File: src/rtl/core/kwhm_pkg.sv
package kwhm_pkg;

    localparam int MAX_SOURCES = 16;
    localparam int VALUE_BITS  = 32;
    localparam int SRC_BITS    = $clog2(MAX_SOURCES);
    localparam int CNT_BITS    = $clog2(MAX_SOURCES + 1);

    localparam logic signed [VALUE_BITS-1:0] INT_MIN = {1'b1, {(VALUE_BITS-1){1'b0}}};

    localparam logic OP_VALUE = 1'b0;
    localparam logic OP_END   = 1'b1;

    typedef struct packed {
        logic                         operation;
        logic [SRC_BITS-1:0]          source;
        logic signed [VALUE_BITS-1:0] value;
    } t_in_item;

    typedef struct packed {
        logic signed [VALUE_BITS-1:0] merged_value;
        logic [SRC_BITS-1:0]          from_source;
        logic                         dropped;
    } t_out_item;

    typedef struct packed {
        logic signed [VALUE_BITS-1:0] val;
        logic [SRC_BITS-1:0]          src;
    } t_entry;

    typedef struct packed {
        logic   clear;
        logic   push;
        logic   pop;
        t_entry entry;
    } t_heap_cmd;

    typedef struct packed {
        logic                busy;
        logic [CNT_BITS-1:0] count;
        t_entry              popped;
    } t_heap_status;

    // equal values order by ascending source index
    function automatic logic entry_less(t_entry a, t_entry b);
        logic lt;
        if (a.val != b.val) begin
            lt = (a.val < b.val);
        end else begin
            lt = (a.src < b.src);
        end
        return lt;
    endfunction

endpackage

File: src/rtl/core/kwhm_heap.sv
module kwhm_heap (
    input  logic                    i_clk,
    input  logic                    i_rst_n,
    input  kwhm_pkg::t_heap_cmd     i_cmd,
    output kwhm_pkg::t_heap_status  o_status
);

    localparam logic [2:0] H_IDLE     = 3'd0;
    localparam logic [2:0] H_PSH_RD   = 3'd1;
    localparam logic [2:0] H_PSH_CMP  = 3'd2;
    localparam logic [2:0] H_POP_TOP  = 3'd3;
    localparam logic [2:0] H_POP_LAST = 3'd4;
    localparam logic [2:0] H_DN_L     = 3'd5;
    localparam logic [2:0] H_DN_R     = 3'd6;
    localparam logic [2:0] H_DN_C     = 3'd7;

    localparam int SB = kwhm_pkg::SRC_BITS;
    localparam int CB = kwhm_pkg::CNT_BITS;

    kwhm_pkg::t_entry r_mem [kwhm_pkg::MAX_SOURCES];
    kwhm_pkg::t_entry r_rd;

    logic [2:0]       r_state, n_state;
    logic [CB-1:0]    r_cnt, n_cnt;
    logic [SB-1:0]    r_idx, n_idx;
    kwhm_pkg::t_entry r_x, n_x;
    kwhm_pkg::t_entry r_best, n_best;
    logic             r_bsel, n_bsel;
    kwhm_pkg::t_entry r_pop, n_pop;

    logic             mem_we;
    logic [SB-1:0]    mem_waddr;
    logic [SB-1:0]    mem_raddr;
    kwhm_pkg::t_entry mem_wdata;

    kwhm_pkg::t_entry cmp_a, cmp_b;
    logic             cmp_lt;

    logic [SB-1:0]    parent;
    logic [SB:0]      left;
    logic [SB:0]      right;

    assign cmp_lt = kwhm_pkg::entry_less(cmp_a, cmp_b);
    assign parent = SB'((r_idx - SB'(1)) >> 1);
    assign left   = {r_idx, 1'b1};
    assign right  = left + (SB+1)'(1);

    always_comb begin
        n_state   = r_state;
        n_cnt     = r_cnt;
        n_idx     = r_idx;
        n_x       = r_x;
        n_best    = r_best;
        n_bsel    = r_bsel;
        n_pop     = r_pop;
        mem_we    = 1'b0;
        mem_waddr = r_idx;
        mem_wdata = r_x;
        mem_raddr = '0;
        cmp_a     = r_x;
        cmp_b     = r_rd;
        case (r_state)
            H_IDLE: begin
                if (i_cmd.push) begin
                    n_x     = i_cmd.entry;
                    n_idx   = r_cnt[SB-1:0];
                    n_cnt   = r_cnt + CB'(1);
                    n_state = H_PSH_RD;
                end else if (i_cmd.pop) begin
                    mem_raddr = '0;
                    n_cnt     = r_cnt - CB'(1);
                    n_state   = H_POP_TOP;
                end
            end
            H_PSH_RD: begin
                if (r_idx == '0) begin
                    mem_we  = 1'b1;
                    n_state = H_IDLE;
                end else begin
                    mem_raddr = parent;
                    n_state   = H_PSH_CMP;
                end
            end
            H_PSH_CMP: begin
                mem_we = 1'b1;
                if (cmp_lt) begin
                    // move parent down, climb
                    mem_wdata = r_rd;
                    n_idx     = parent;
                    n_state   = H_PSH_RD;
                end else begin
                    n_state = H_IDLE;
                end
            end
            H_POP_TOP: begin
                n_pop     = r_rd;
                mem_raddr = r_cnt[SB-1:0];
                n_state   = H_POP_LAST;
            end
            H_POP_LAST: begin
                n_x     = r_rd;
                n_idx   = '0;
                n_state = H_DN_L;
            end
            H_DN_L: begin
                if (left >= (SB+1)'(r_cnt)) begin
                    mem_we  = 1'b1;
                    n_state = H_IDLE;
                end else begin
                    mem_raddr = left[SB-1:0];
                    n_state   = H_DN_R;
                end
            end
            H_DN_R: begin
                cmp_a = r_rd;
                cmp_b = r_x;
                if (right < (SB+1)'(r_cnt)) begin
                    n_best    = cmp_lt ? r_rd : r_x;
                    n_bsel    = cmp_lt;
                    mem_raddr = right[SB-1:0];
                    n_state   = H_DN_C;
                end else if (cmp_lt) begin
                    mem_we    = 1'b1;
                    mem_wdata = r_rd;
                    n_idx     = left[SB-1:0];
                    n_state   = H_DN_L;
                end else begin
                    mem_we  = 1'b1;
                    n_state = H_IDLE;
                end
            end
            H_DN_C: begin
                cmp_a  = r_rd;
                cmp_b  = r_best;
                mem_we = 1'b1;
                if (cmp_lt) begin
                    mem_wdata = r_rd;
                    n_idx     = right[SB-1:0];
                    n_state   = H_DN_L;
                end else if (r_bsel) begin
                    mem_wdata = r_best;
                    n_idx     = left[SB-1:0];
                    n_state   = H_DN_L;
                end else begin
                    n_state = H_IDLE;
                end
            end
            default: begin
                n_state = H_IDLE;
            end
        endcase
        if (i_cmd.clear) begin
            n_state = H_IDLE;
            n_cnt   = '0;
        end
    end

    always_ff @(posedge i_clk) begin
        if (mem_we) begin
            r_mem[mem_waddr] <= mem_wdata;
        end
        r_rd <= r_mem[mem_raddr];
    end

    always_ff @(posedge i_clk) begin
        if (!i_rst_n) begin
            r_state <= H_IDLE;
            r_cnt   <= '0;
        end else begin
            r_state <= n_state;
            r_cnt   <= n_cnt;
        end
        r_idx  <= n_idx;
        r_x    <= n_x;
        r_best <= n_best;
        r_bsel <= n_bsel;
        r_pop  <= n_pop;
    end

    assign o_status.busy   = (r_state != H_IDLE);
    assign o_status.count  = r_cnt;
    assign o_status.popped = r_pop;

endmodule

File: src/rtl/core/kway_heap_merge.sv
// K-way merge of up to 16 sorted signed streams through a min-heap holding one
// head per source. Each transfer in is a value or an end marker for one source;
// each result names the source to read next. A value that enters the heap passes
// the heap engine: one heap RAM with registered read and separate read and write
// addresses, and one shared comparator, stepping sift-up through a parent read and
// a compare per level and sift-down through a left read, a right read and a compare
// per level, plus accept, check and output load. An ignored item leaves the block
// idle, and a result waits while the output register is full and stalled. The
// block takes one item at a time (o_stall high while busy); a waiting result sits
// in the output register while the next item runs. Writing source_count restarts
// the merge; there is no clearing pass.
module kway_heap_merge (
    input  logic                 i_clk,
    input  logic                 i_rst_n,
    input  logic                 i_valid,
    output logic                 o_stall,
    input  kwhm_pkg::t_in_item   i_data,
    output logic                 o_valid,
    input  logic                 i_stall,
    output kwhm_pkg::t_out_item  o_data,
    input  logic                 i_cfg_we,
    input  logic [4:0]           i_cfg_wdata
);

    localparam logic [2:0] S_IDLE  = 3'd0;
    localparam logic [2:0] S_PUSH  = 3'd1;
    localparam logic [2:0] S_CHECK = 3'd2;
    localparam logic [2:0] S_POP   = 3'd3;
    localparam logic [2:0] S_EMIT  = 3'd4;

    localparam int CB = kwhm_pkg::CNT_BITS;
    localparam int NS = kwhm_pkg::MAX_SOURCES;

    logic [2:0]                             r_state, n_state;
    logic [CB-1:0]                          r_eff;
    logic [CB-1:0]                          r_active;
    logic [NS-1:0]                          r_ended;
    logic [NS-1:0]                          r_present;
    logic signed [kwhm_pkg::VALUE_BITS-1:0] r_last;
    kwhm_pkg::t_out_item                    r_res;
    logic                                   r_out_valid;
    kwhm_pkg::t_out_item                    r_out;

    kwhm_pkg::t_heap_cmd    heap_cmd;
    kwhm_pkg::t_heap_status heap_st;

    logic          in_xfer;
    logic          ignore;
    logic          is_end;
    logic          is_drop;
    logic          pop_due;
    logic          out_load;
    logic [CB-1:0] cfg_eff;

    assign o_stall  = (r_state != S_IDLE);
    assign in_xfer  = i_valid && !o_stall && !i_cfg_we;
    assign ignore   = ({1'b0, i_data.source} >= r_eff) || r_ended[i_data.source]
                      || r_present[i_data.source];
    assign is_end   = (i_data.operation == kwhm_pkg::OP_END);
    assign is_drop  = !is_end && (i_data.value < r_last);
    assign pop_due  = (heap_st.count != '0) && (heap_st.count >= r_active);
    assign out_load = (r_state == S_EMIT) && (!r_out_valid || !i_stall);

    // zero acts as one, above the maximum clamps
    assign cfg_eff = (i_cfg_wdata == '0) ? CB'(1) :
                     ({1'b0, i_cfg_wdata} > 6'(NS)) ? CB'(NS) : CB'(i_cfg_wdata);

    assign heap_cmd.clear     = i_cfg_we;
    assign heap_cmd.push      = in_xfer && !ignore && !is_end && !is_drop;
    assign heap_cmd.pop       = (r_state == S_CHECK) && pop_due && !i_cfg_we;
    assign heap_cmd.entry.val = i_data.value;
    assign heap_cmd.entry.src = i_data.source;

    kwhm_heap u_heap (
        .i_clk    (i_clk),
        .i_rst_n  (i_rst_n),
        .i_cmd    (heap_cmd),
        .o_status (heap_st)
    );

    always_comb begin
        n_state = r_state;
        case (r_state)
            S_IDLE: begin
                if (in_xfer && !ignore) begin
                    if (is_end) begin
                        n_state = S_CHECK;
                    end else if (is_drop) begin
                        n_state = S_EMIT;
                    end else begin
                        n_state = S_PUSH;
                    end
                end
            end
            S_PUSH: begin
                if (!heap_st.busy) begin
                    n_state = S_CHECK;
                end
            end
            S_CHECK: begin
                n_state = pop_due ? S_POP : S_IDLE;
            end
            S_POP: begin
                if (!heap_st.busy) begin
                    n_state = S_EMIT;
                end
            end
            S_EMIT: begin
                if (out_load) begin
                    n_state = S_IDLE;
                end
            end
            default: begin
                n_state = S_IDLE;
            end
        endcase
        if (i_cfg_we) begin
            n_state = S_IDLE;
        end
    end

    always_ff @(posedge i_clk) begin
        if (!i_rst_n) begin
            r_state     <= S_IDLE;
            r_eff       <= CB'(NS);
            r_active    <= CB'(NS);
            r_ended     <= '0;
            r_present   <= '0;
            r_last      <= kwhm_pkg::INT_MIN;
            r_out_valid <= 1'b0;
        end else begin
            r_state <= n_state;
            if (i_cfg_we) begin
                r_eff     <= cfg_eff;
                r_active  <= cfg_eff;
                r_ended   <= '0;
                r_present <= '0;
                r_last    <= kwhm_pkg::INT_MIN;
            end else begin
                if (in_xfer && !ignore) begin
                    if (is_end) begin
                        r_ended[i_data.source] <= 1'b1;
                        if (r_active != '0) begin
                            r_active <= r_active - CB'(1);
                        end
                    end else if (!is_drop) begin
                        r_present[i_data.source] <= 1'b1;
                    end
                end
                if ((r_state == S_POP) && !heap_st.busy) begin
                    r_present[heap_st.popped.src] <= 1'b0;
                    r_last                        <= heap_st.popped.val;
                end
            end
            if (out_load) begin
                r_out_valid <= 1'b1;
            end else if (!i_stall) begin
                r_out_valid <= 1'b0;
            end
        end
    end

    // result payload: hold drop or popped head until the output register frees
    always_ff @(posedge i_clk) begin
        if ((r_state == S_IDLE) && in_xfer) begin
            r_res.merged_value <= i_data.value;
            r_res.from_source  <= i_data.source;
            r_res.dropped      <= 1'b1;
        end else if ((r_state == S_POP) && !heap_st.busy) begin
            r_res.merged_value <= heap_st.popped.val;
            r_res.from_source  <= heap_st.popped.src;
            r_res.dropped      <= 1'b0;
        end
        if (out_load) begin
            r_out <= r_res;
        end
    end

    assign o_valid = r_out_valid;
    assign o_data  = r_out;

endmodule

File: config.mk
export PLATFORM = sky130hd
export DESIGN_NAME = kway_heap_merge
export DESIGN_NICKNAME = d
export VERILOG_FILES = /design/src/rtl/core/kwhm_pkg.sv /design/src/rtl/core/kwhm_heap.sv /design/src/rtl/core/kway_heap_merge.sv
export SDC_FILE = /design/constraint.sdc
export NUM_CORES = 1
export LEC_CHECK = 0
export ABC_AREA = 1
export BUFFER_PORTS_ARGS = -buffer_cell sky130_fd_sc_hd__buf_2
export CAP_MARGIN = 20
export CORE_ASPECT_RATIO = 0.8
export CORE_MARGIN = 3
export CORE_UTILIZATION = 48
export CTS_BUF_LIST = sky130_fd_sc_hd__clkbuf_4 sky130_fd_sc_hd__clkbuf_8
export DETAILED_ROUTE_END_ITERATION = 7
export PLACE_DENSITY = 0.61
export SLEW_MARGIN = 20
export SYNTH_ARGS = -nofsm -noshare
export SYNTH_HDL_FRONTEND = slang
export SYNTH_SLANG_ARGS = --single-unit
File: constraint.sdc
create_clock -name i_clk -period 6.3 [get_ports i_clk]
set_input_delay 0 -clock i_clk [delete_from_list [all_inputs] [get_ports i_clk]]
set_output_delay 0 -clock i_clk [all_outputs]
set_load 0.05 [all_outputs]
# == Word-level counts from Yosys, hierarchy flattened ==
# Memory sizes are Yosys's and may differ from the RTL's. A register that Yosys moved wholly into a read port is not among the register bits.
# Cells that the tools add are included.
# totals
ff_bits,273
latchBits,0
ramBits,576
rom_bits,0
inputBits,47
out_inout_bits,39
elab_cells,190
n_memories,1
# classes
n_addsub,5
multipliers,0
div_mod_pow,0
magnitude_cmp,12
n_eq_ne,23
shifts,0
mux,71
n_bitwise,5
reduce_logical,50
# mem_list
name,depth,word_bits,read_ports,rd_clocked_by_memory_dff,wr,line,source
u_heap.r_mem,16,36,1,1,1,kwhm_heap.sv:20,kwhm_pkg::t_entry r_mem [kwhm_pkg::MAX_SOURCES];
# ops
operator,n
$mux W36,6
$pmux W36 S2,2
$pmux W36 S3,1
$mux W16,6
$mux W37,2
$lt A32 B32 Y1,2
$mux W3,14
$mux W5,8
$mux W4,8
$ne A32 B32 Y1,1
$or A16 B16 Y16,2
$pmux W3 S8,1
$pmux W4 S5,1
$and A16 B16 Y16,1
$not A16 Y16,1
$pmux W4 S4,1
$eq A3 B3 Y1 const B,5
$pmux W3 S5,1
$reduce_bool A5 Y1,3
$logic_and A1 B1 Y1,14
$mux W1,13
$eq A3 B2 Y1 const B,4
$ne A2 B2 Y1 const B,6
$reduce_bool A2 Y1,6
other kinds (30),57

# == Logic depth before layout (Yosys ltp) ==
# depth
word_depth,12
depth_mapped,27
ltp_nobuf,25

# == By module ==
# From an unflattened synthesis, not the netlist that was laid out.
# unflattened
cells_unflattened,4184
area_unflattened_um2,40362.5
# modules_own_cells
mod,n_inst,cells_per_inst,area_each_um2,seq_area_each_um2
kwhm_heap,1,3349,33315.7,21570.7
kway_heap_merge,1,835,7046.8,3773.6

# == Worst setup path after synthesis ==
# Ideal clock, no wire load.
# synth_timing
kind,register to register
from,register r_state[0]
to,register u_heap.r_x[0] (netlist bit) (enable)
setup_ps,479
arrival_time_ps,4132
slack_ps,1688
path_stages_with_launch,10
path_buffers,0
synth_period_minus_slack_ps,4612
cell_sequence,dfxtp_1 > nor2_1 > nand2_1 > nor2_1 > nand2_1 > nor2_1 > nand2_1 > nor2_4 > nand4_4 > o21ai_0
# synth_via
elab_chain_len,9
# synth_lines
element,line,source
"start, declared",kway_heap_merge.sv:34,"logic [2:0] r_state, n_state;"
"start signal, assigned",kway_heap_merge.sv:132,r_state <= n_state;
$reduce_bool A3 Y1,kway_heap_merge.sv:55,assign o_stall = (r_state != S_IDLE);
named net o_stall,kway_heap_merge.sv:16,"output logic o_stall,"
$logic_not A1 Y1,kway_heap_merge.sv:56,assign in_xfer = i_valid && !o_stall && !i_cfg_we;
$logic_and A1 B1 Y1 (2 in series),kway_heap_merge.sv:56,
$logic_and A1 B1 Y1 (3 in series),kway_heap_merge.sv:69,assign heap_cmd.push = in_xfer && !ignore && !is_end && !is_drop;
$ne A2 B2 Y1 (no source line),-,
$reduce_and A2 Y1 (no source line),-,
"end signal, assigned",kwhm_heap.sv:174,r_x <= n_x;
"end, declared",kwhm_heap.sv:26,"kwhm_pkg::t_entry r_x, n_x;"
# The timed path passes the listed nets, and every way through them passes these cells.
# A chain may end at the register's enable or synchronous reset.

==> results_dict.tcl <==
set metrics [dict create \
    max_freq_mhz 188 \
    grt_pass1_vias 28000 \
    worstPathMaxFanout 75 \
    startpoint "u_heap.r_state[1]$_SDFFE_PP0P_" \
    initial_core_util 0.487 \
    dieArea_mm2 0.0872 \
    h-tree-depth 4 \
    endpoint_kind "flip-flop" \
    cap_violations 0 \
    rsz0062_at_grt "no" \
    dp_slack_ns 1.13 \
    ant_nets 0 \
    r2r_cells 19 \
    wl_um 104000 \
    r2r_end "u_heap.r_mem[12][1]$_DFFE_PP_" \
    syn2layout_area_growth_pct 12.3 \
    p_per_area_mw_per_mm2 267 \
    initialDrtViolationCount 2823 \
    grt_pass1_wl_um 161000 \
    critPathArrivalTime_ns 5.75 \
    ir_drop_uv 200 \
    stdcell_count 5477 \
    ys_types 50 \
    syn_area_mm2 0.0402 \
    async_flop_share 0 \
    wl_per_cell_um 18.9 \
    grt_antenna_before_repair 2 \
    synth_top_area_share 0.570 \
    vias 29200 \
    placed_area_mm2 0.0416 \
    layout-drive-gt1-share 0.0981 \
    yosysWarnings 0 \
    synth_top_area_cell "edfxtp_1" \
    syn_inst 4125 \
    post-route-worst-setup-slack_ns 0.973 \
    synthFlopType "edfxtp_1" \
    final_nets 4407 \
    drcViolationCount 0 \
    synth-seq-cells 885 \
    period_minus_slack_ns 5.33 \
    final_area_mm2 0.0451 \
    ctsResizeCount 0 \
    slew_viol_final 0 \
    hold_path.class "input port to flip-flop" \
    timing.final.crit_share 0.846 \
    cts_tree "built" \
    boundaryPins 86 \
    synth-seq-area-share 0.631 \
    leakage_nw 17.5 \
    worstSetupPathType "flip-flop to flip-flop" \
    grt.overflow.total 0 \
    routed_via_density 5.33 \
    outcome "complete, no violations" \
    die_h_um 265 \
    fin_setup_tns_ns 0 \
    rr_startpoint "u_heap.r_state[1]$_SDFFE_PP0P_" \
    dp_hpwl_um 61000 \
    port-buffer-count 85 \
    firstDrtPassIters 6 \
    clock-root-buffer "clkbuf_8" \
    slew_headroom 0.244 \
    cp-endpoint "u_heap.r_mem[12][1]$_DFFE_PP_" \
    grt_max_degree 149 \
    clockBufferDepth 3 \
    grt_util_all_layers 0.238 \
    die_width_um 329 \
    row_count 94 \
    cts_made_buffers 140 \
    r2r_slack_ns 0.97 \
    hold-worst-slack_ns 0.0724 \
    tightestPinTransition_ns 1.13 \
    placedCellCount 5160 \
    gp_congestion 0.858 \
    cp.required_ns 6.72 \
    fin_worst_skew_ns 0.0455 \
    insertion_delay_ns 0.82 \
    coreArea_mm2 0.0826 \
    clkSinkCount 885 \
    synthTopCellsByArea "edfxtp_1 57%, nand2_1 12%, nand3_1 6.4%" \
    cp-start-kind "flip-flop" \
    timing.final.setup_violations 0 \
    synth_edf_count 762 \
    syn_nets 4266 \
    finalHoldViolations 0 \
    clkTransAtPathRegs_ns 0.06 \
    postSynthAreaPerCell_um2 9.74 \
]
==> how the worst min path moves through the flow <==
stage / depth (start not counted) / startpoint / endpoint
final: 4 / i_cfg_wdata[2] / r_eff[2]$_SDFFE_PN0P_
after global routing: 4 / i_cfg_wdata[2] / r_eff[2]$_SDFFE_PN0P_
after CTS: 4 / i_cfg_wdata[2] / r_eff[2]$_SDFFE_PN0P_
after detailed placement: 2 / i_rst_n / r_eff[4]$_SDFFE_PN1P_
after global placement: 2 / i_rst_n / r_eff[4]$_SDFFE_PN1P_
after floorplan: 1 / i_rst_n / r_eff[4]$_SDFFE_PN1P_
==> through the flow <==
step                      utilization  power, W
after global routing            0.546    0.0125
after floorplan                     -   0.00696
final                           0.546    0.0120
after detailed placement        0.503   0.00716
after global placement          0.503   0.00715
after CTS                       0.546    0.0121
==> cells by family (layout without fill, tap and decap cells) <==
logic type	after synthesis	after routing	share of synthesized area
compound gates	489	489	0.0649
xor+xnor	8	8	0.00174
fa+ha+maj	94	94	0.0295
buf+inv	574	821	0.0586
flops	885	885	0.631
other cells	0	1	0
simple gates	2075	2075	0.214
==> power by group <==
group / switching (W) / leakage [nW] / internal [W]
clock network: 0.00228 / 1.51 / 0.00269
logic: 0.000432 / 8.17 / 0.000180
registers: 0.0000450 / 7.87 / 0.00641
total: 0.00275 / 17.5 / 0.00928
==> layout make-up <==
type                    count  area [µm²]
diodes                      1        2.50
clock inverters            35         235
repair buffers            198        1570
inverters                 375        1420
multi-input cells        2666       12600
fillers                  7353       37500
flip-flops and latches    885       25300
clock buffers             213        2610
well taps                1104        1380
==> worst max-delay path, stage by stage, from the launching register on <==
cell	delay (ns)
dfxtp_1	0.44
inv_2	0.09
nor2_2	0.14
nand2_2	0.07
nand2_2	0.08
buf_4	0.52
o21ai_0	0.19
ha_1	0.44
nand2_1	0.10
nor2_1	0.16
nand2_1	0.15
nor4_2	0.21
nand2_1	0.14
nand3_1	0.10
nand3_2	0.31
nand2_4	0.62
nand3_1	0.13
nand3_1	0.10
nor2_1	0.04
nor2_1	0.84
==> cells in the final DEF (no fill, tap or decap), drive strengths merged, types with 65 or more instances in the layout <==
| cell | n |
|---|---|
| dfxtp | 123 |
| a21oi | 153 |
| clkbuf | 213 |
| inv | 379 |
| ha | 93 |
| nand2 | 1286 |
| nand3 | 519 |
| nor2 | 239 |
| o21ai | 260 |
| dlygate4sd3 | 65 |
| buf | 133 |
| edfxtp | 762 |
==> metal layers <==
layer  track usage  share of wire  vias up
met5             0              0        -
met4        0.0783          0.022        0
met3        0.0369          0.061      150
met2         0.373           0.46      883
met1         0.342           0.46    14000
li1              -              -    14200
==> timing repair <==
action | 4_1_cts | 5_1_grt
setup buffers | 0 | 0
hold buffers | 65 | 0
endpoints found under the hold margin | 165 | 0
==> Yosys cell counts (16+ instances only) <==
master	n
buf_4	17
dfxtp_1	123
ha_1	93
o21ai_0	251
buf_1	16
nand3_1	516
clkbuf_1	98
a21oi_1	152
inv_1	359
nand2_1	1282
buf_2	60
o22ai_1	44
nor2_1	233
edfxtp_1	762
==> state kept, by name, indices dropped and copies added (netlist names), 5 cells and up <==
name / cells
o_data: 37
r_active: 5
r_eff: 5
r_ended: 16
r_last: 32
r_present: 16
r_res: 37
u_heap.o_status: 36
u_heap.r_best: 36
u_heap.r_cnt: 5
u_heap.r_mem: 576
u_heap.r_rd: 36
u_heap.r_x: 36
(Power assumes the default switching activity.)
